<file path="config.mk">
export PLATFORM = sky130hd
export DESIGN_NAME = hmnt_ctrl
export DESIGN_NICKNAME = d
export VERILOG_FILES = /design/src/hmnt_pkg.sv /design/src/hmnt_ctrl.sv
export SDC_FILE = /design/constraint.sdc
export NUM_CORES = 1
export LEC_CHECK = 0
export BUFFER_PORTS_ARGS = -buffer_cell sky130_fd_sc_hd__buf_2
export CAP_MARGIN = 30
export CORE_AREA = 2 2 57 59
export CTS_BUF_LIST = sky130_fd_sc_hd__clkbuf_8
export DETAILED_ROUTE_END_ITERATION = 6
export DIE_AREA = 0 0 59 61
export PLACE_DENSITY = 0.88
export SETUP_SLACK_MARGIN = 0.4
export SLEW_MARGIN = 10
export SYNTH_ARGS = -nofsm -noshare
export SYNTH_HDL_FRONTEND = slang
export SYNTH_SLANG_ARGS = --single-unit
</file>
<file path="constraint.sdc">
create_clock -name clk_i -period 4.5 [get_ports clk_i]
set_input_delay 0.675 -clock clk_i [delete_from_list [all_inputs] [get_ports clk_i]]
set_output_delay 0.675 -clock clk_i [all_outputs]
set_load 0.05 [all_outputs]
</file>
<file path="src/hmnt_pkg.sv">
package hmnt_pkg;

  localparam int MAX_TEMPLATES = 64;
  localparam int HU_ORDER      = 7;
  localparam int FRAC_BITS     = 16;

  localparam int LOG_W   = 26;
  localparam int DIST_W  = 27;
  localparam int CLS_W   = 16;
  localparam int HELD_W  = 7;
  localparam int KIND_W  = 2;
  localparam int STAT_W  = 3;
  localparam int DBL_W   = 64;
  localparam int TPL_AW  = (MAX_TEMPLATES > 1) ? $clog2(MAX_TEMPLATES) : 1;
  localparam int CNT_W   = $clog2(MAX_TEMPLATES + 1);
  localparam int DIFF_W  = LOG_W + 1;
  localparam int SQ_W    = 2 * LOG_W;
  localparam int SUM_W   = SQ_W + 3;
  localparam int ROOT_W  = SUM_W + 1;
  localparam int ROW_W   = CLS_W + HU_ORDER * LOG_W;
  localparam int THR_SQ_W = 2 * DIST_W;

  localparam logic [LOG_W-1:0]  LOG_MAX  = LOG_W'((64'd1 << (LOG_W - 1)) - 64'd1);
  localparam logic [DIST_W-1:0] DIST_MAX = '1;
  localparam logic [30:0]       LOG10_2_Q32 = 31'd1292913986;

  localparam logic [KIND_W-1:0] KIND_CLEAR  = 2'd0;
  localparam logic [KIND_W-1:0] KIND_APPEND = 2'd1;

  typedef enum logic [STAT_W-1:0] {
    ST_MATCHED  = 3'd0,
    ST_UNKNOWN  = 3'd1,
    ST_EMPTY    = 3'd2,
    ST_APPENDED = 3'd3,
    ST_FULL     = 3'd4,
    ST_CLEARED  = 3'd5
  } status_e;

  // Controller to datapath.
  typedef struct packed {
    logic              capture;
    logic              log_start;
    logic              wr_en;
    logic              rd_en;
    logic              rd_first;
    logic [TPL_AW-1:0] addr;
    logic              sqrt_start;
  } hmnt_cmd_t;

  // Datapath to controller.
  typedef struct packed {
    logic log_busy;
    logic pipe_busy;
    logic sqrt_busy;
    logic unknown;
  } hmnt_sts_t;

endpackage

</file>
<file path="src/hmnt_ctrl.sv">
module hmnt_ctrl (
  input  logic                          clk_i,
  input  logic                          rst_ni,
  input  logic                          in_valid_i,
  output logic                          in_stall_o,
  input  logic [hmnt_pkg::KIND_W-1:0]   kind_i,
  input  logic                          out_free_i,
  input  hmnt_pkg::hmnt_sts_t           sts_i,
  output hmnt_pkg::hmnt_cmd_t           cmd_o,
  output logic                          res_valid_o,
  output hmnt_pkg::status_e             res_status_o,
  output logic                          res_query_o,
  output logic [hmnt_pkg::CNT_W-1:0]    total_o
);
  import hmnt_pkg::*;

  typedef enum logic [2:0] {C_IDLE, C_LOG, C_SCAN, C_DRAIN, C_SQRT, C_RESULT} cstate_e;

  cstate_e           state_q;
  logic [KIND_W-1:0] kind_q;
  logic [CNT_W-1:0]  total_q;
  logic [TPL_AW-1:0] addr_q;
  status_e           status_q;
  logic              query_q;
  logic              accept;
  logic              has_room;
  logic              last_addr;

  assign accept    = in_valid_i && (state_q == C_IDLE);
  assign has_room  = (total_q < CNT_W'(MAX_TEMPLATES));
  assign last_addr = ((CNT_W'(addr_q) + CNT_W'(1)) == total_q);

  always_comb begin
    cmd_o            = '0;
    cmd_o.capture    = accept;
    cmd_o.log_start  = accept;
    cmd_o.addr       = (state_q == C_LOG) ? total_q[TPL_AW-1:0] : addr_q;
    cmd_o.wr_en      = (state_q == C_LOG) && !sts_i.log_busy &&
                       (kind_q == KIND_APPEND) && has_room;
    cmd_o.rd_en      = (state_q == C_SCAN);
    cmd_o.rd_first   = (addr_q == '0);
    cmd_o.sqrt_start = (state_q == C_DRAIN) && !sts_i.pipe_busy;
  end

  always_ff @(posedge clk_i or negedge rst_ni) begin
    if (!rst_ni) begin
      state_q  <= C_IDLE;
      kind_q   <= KIND_CLEAR;
      total_q  <= '0;
      addr_q   <= '0;
      status_q <= ST_CLEARED;
      query_q  <= 1'b0;
    end else begin
      case (state_q)
        C_IDLE: begin
          if (accept) begin
            kind_q  <= kind_i;
            state_q <= C_LOG;
          end
        end
        C_LOG: begin
          if (!sts_i.log_busy) begin
            query_q <= 1'b0;
            if (kind_q == KIND_CLEAR) begin
              total_q  <= '0;
              status_q <= ST_CLEARED;
              state_q  <= C_RESULT;
            end else if (kind_q == KIND_APPEND) begin
              if (has_room) begin
                total_q  <= total_q + CNT_W'(1);
                status_q <= ST_APPENDED;
              end else begin
                status_q <= ST_FULL;
              end
              state_q <= C_RESULT;
            end else if (total_q == '0) begin
              status_q <= ST_EMPTY;
              state_q  <= C_RESULT;
            end else begin
              addr_q  <= '0;
              state_q <= C_SCAN;
            end
          end
        end
        C_SCAN: begin
          if (last_addr) begin
            state_q <= C_DRAIN;
          end else begin
            addr_q <= addr_q + TPL_AW'(1);
          end
        end
        C_DRAIN: begin
          if (!sts_i.pipe_busy) begin
            state_q <= C_SQRT;
          end
        end
        C_SQRT: begin
          if (!sts_i.sqrt_busy) begin
            status_q <= sts_i.unknown ? ST_UNKNOWN : ST_MATCHED;
            query_q  <= 1'b1;
            state_q  <= C_RESULT;
          end
        end
        C_RESULT: begin
          if (out_free_i) begin
            state_q <= C_IDLE;
          end
        end
        default: begin
          state_q <= C_IDLE;
        end
      endcase
    end
  end

  assign in_stall_o   = (state_q != C_IDLE);
  assign res_valid_o  = (state_q == C_RESULT);
  assign res_status_o = status_q;
  assign res_query_o  = query_q;
  assign total_o      = total_q;

endmodule

</file>
[Word-level counts from Yosys, hierarchy flattened]
Index checks and enable logic that the tools add are counted.
W data, S select, Z words.
Storage, ports and cells
  register bits after elaboration: 22
  input bits: 10
Cells by class
  add/subtract/negate cells: 3
  $lt $le $gt $ge: 1
  eq/ne operators: 18
  muxes and demuxes: 31
  bitwise operators: 1
  reductions and logical operators: 22
Operators with widths (number)
  $mux W3: 15
  $mux W6: 6
  $mux W7: 3
  $ne A2 B2 Y1 const B: 9
  $pmux W3 S6: 1
  $pmux W6 S2: 1
  $reduce_and A6 Y1: 2
  $reduce_and A4 Y1: 2
  $reduce_bool A2 Y1: 4
  $add A6 B1 Y7 const B: 1
  $add A7 B1 Y7 const B: 1
  $eq A7 B7 Y1: 1
  $logic_not A7 Y1: 1
  $lt A7 B7 Y1 const B: 1
  $add A6 B1 Y6 const B: 1
  $eq A3 B2 Y1 const B: 2
  $eq A3 B3 Y1 const B: 2
  $logic_not A6 Y1: 1
  $pmux W3 S2: 1
  $logic_and A1 B1 Y1: 5
  $ne A4 B1 Y1 const B: 1
  $eq A3 B1 Y1 const B: 1
  $logic_not A3 Y1: 1
  $mux W1: 3
  other kinds (9): 10

[Depth between registers and ports, before layout]
  depth after elaboration: 6
  depth in mapped cells: 8
  depth with buffers taken out: 8

[Least setup slack after synthesis]
No wires, ideal clock.
  path kind: register -> output
  from: register state_q[2]
  to: output cmd_o[9] in the netlist's numbering
  arrival: 2.663 ns
  required time: 3.825 ns
  slack: 1.162 ns
  cell stages (with the launch flop): 5
  path buffers: 1
  cell sequence: dfrtp_1 -> nand2b_4 -> nand2b_1 -> clkbuf_1 -> nor4b_1
RTL lines
  from (decl): RTL line hmnt_ctrl.sv:19  | cstate_e state_q;
  from (signal assigned): RTL line hmnt_ctrl.sv:47  | state_q <= C_IDLE;
  from (signal assigned): RTL line hmnt_ctrl.sv:58  | state_q <= C_LOG;
  from (signal assigned): RTL line hmnt_ctrl.sv:67  | state_q <= C_RESULT;
  to (decl): RTL line hmnt_ctrl.sv:9  | output hmnt_pkg::hmnt_cmd_t cmd_o,

==> metrics.cfg <==
[outcome]
outcome=finished clean

[synth]
synth_cells=175
synth_top_area_frac=0.321
synth_area_leaders=dfrtp_1 (32%), nand2_1 (6.0%), o21ai_0 (4.2%)
synthDistinctLibCells=52
synth-seq-cells=22
synthArstFlopShare=1.00
synth_edf_count=0
synth_nets=189
syn_area_um2=1560
synthFlopType=dfrtp_1
yosysTopAreaCell=dfrtp_1
syn_avg_cell_area_um2=8.92
ys_seq_area_frac=0.354
yosys_warnings=0

[routing]
via_count=1380
ant_nets=0
wl_per_cell_um=13.8
vias_per_cell=5.85
route.detailed.drc=0
drt_first_pass_iters=4
drtIter0Drc=40
wl_um=3270

[clock_network]
htreeDepth=1
cts_hold_repair.buffers=0
cts_tree=done
cts_sinks=22
path_clk_slew_ns=0.07
post_cts_buffers=0
numCtsBuffers=3
cts_root_buf=clkbuf_8
clock_tree.buffer_depth=2
cts_resized=0
clock_latency_ns=0.26

[power_and_ir_drop]
power_mw=1.43
peakVddDrop_mv=0.485
p_leak_nw=0.836
powerDensity_nw_per_um2=810

[sta]
post-route-period-util=0.645
finalHoldViolCount=0
worst_slack_ns=1.60
setup_viol_count_final=0
min_period_ns=2.90
clock_skew_ns=0.00206
tightest_slew_ns=0.796
rsz0062_at_grt=false
drv_slew=0
setup_tns_ns=0
max_slew_margin=0.464
fmax_mhz=344
whs_ns=0.367

[layout]
antenna_cells=0
design_area_um2=1760
final_cell_mix=buf_2 (34), nand2_1 (25), dfrtp_1 (20)
fin_cells=236
fillers=279
finish.utilization=0.596
drive_above_1_share=0.291
final_common_cell=buf_2
syn2layout_area_growth_pct=12.8
nNetsFinal=218

[floorplan]
die_y_um=61
die-area_um2=3600
io_pins=35
rows=20
die_width_um=59
design.core.area_um2=2950
start_util=0.528

[setup_path]
crit_fanout=14
path_buf_inv=1
r2r-end=addr_q[4]$_DFFE_PN0P_
required_ns=3.83
critPathLaunchType=flop
cp-end-kind=primary output
crit_family=simple AND/OR/NAND/NOR gates
reg2reg_from=addr_q[0]$_DFFE_PN0P_
r2r_slack_ns=2.22
slowest_stage=nor4b_1
cp.arrival_ns=2.23
startpoint=state_q[2]$_DFFE_PN0P_
path_class=reg2out
worstPathCellList=nand2b_4 > nand2b_1 > nor4b_1 > buf_2
rr_worst_depth=7
crit_path_end=cmd_o[9]
worst-path-stages=4
crit_path_max_incr_delay_ns=0.55

[placement]
port_buffers=34
gp_congestion=0.908
placed_cells=232
post_dp_cell_area_um2=1720
post-place-ws_ns=1.90
hpwl_um=2460

[grt]
antenna_found_initial=0
grt_pass1_vias=1216
grt_max_degree=23
grt.overflow.total=0
grt_pass1_wl_um=5460
grt.total_usage=0.202

[job]
max-cap-violations=0

[hold_path]
holdCritPathClass=in2async

==> worst min path at each step <==
stage | start | end | slack (ns) | cells past startpoint
global placement | res_query_o$_DFFE_PN0P_ | res_query_o$_DFFE_PN0P_ | 0.49 | 1
floorplan | rst_ni | addr_q[0]$_DFFE_PN0P_ | 0.38 | 0
detailed placement | res_query_o$_DFFE_PN0P_ | res_query_o$_DFFE_PN0P_ | 0.50 | 1
global route | rst_ni | res_status_o[1]$_DFFE_PN0P_ | 0.41 | 1
finish | rst_ni | res_status_o[1]$_DFFE_PN0P_ | 0.37 | 1
CTS | rst_ni | total_o[5]$_DFFE_PN0P_ | 0.38 | 1
==> area by class of cell <==
cell class                 instances  area, um2  share of cell area
timing repair buffer              34        170              0.0967
tap                               33       41.3              0.0235
clock inverter                     1       3.75             0.00213
multi-input combinational        133        913               0.519
inverter                          10       37.5              0.0213
clock buffer                       3       41.3              0.0235
sequential                        22        553               0.314
==> logic make-up (layout without fill, tap and decap cells) <==
logic type	Yosys count	count (layout)	synth area share
muxes	6	6	0.0425
buffers and inverters	20	48	0.0601
xor gates and xnor gates	11	11	0.0754
and+or+nand+nor	75	75	0.260
adders and majority gates	4	4	0.0321
DFF	22	22	0.354
AOI/OAI and AO/OA	37	37	0.176
==> cells in the mapped netlist (all sizes together) (2+ instances only) <==
library cell,n
a211o,2
clkbuf,3
mux2,5
ha,4
buf,7
xnor2,5
a211oi,2
xor2,5
nor2,16
nand3,5
o21ai,13
nand2b,4
dfstp,2
nand2,25
o21ba,2
nand4,3
nor4,2
nor3,5
or3,4
and3,2
o31ai,3
inv,10
a21oi,7
dfrtp,20
and2,2
nand3b,2
==> flip-flops by register name, summed over array words and instances (netlist names) <==
register      cells
addr_q            6
kind_q            2
res_query_o       1
res_status_o      3
state_q           3
total_o           7
==> layer usage <==
metal | share of wire | GRT usage
met2 | 0.48 | 0.321
met3 | 0.042 | 0.0299
met5 | 0 | 0
met4 | 0.022 | 0.0942
met1 | 0.46 | 0.274
==> power breakdown <==
group	leakage (nW)	total [mW]	switching, mW	internal (mW)
clock	0.0269	0.123	0.0618	0.0609
combinational	0.527	0.900	0.612	0.287
sequential	0.282	0.404	0.129	0.275
total	0.836	1.43	0.803	0.623
(Power assumes the default switching activity.)
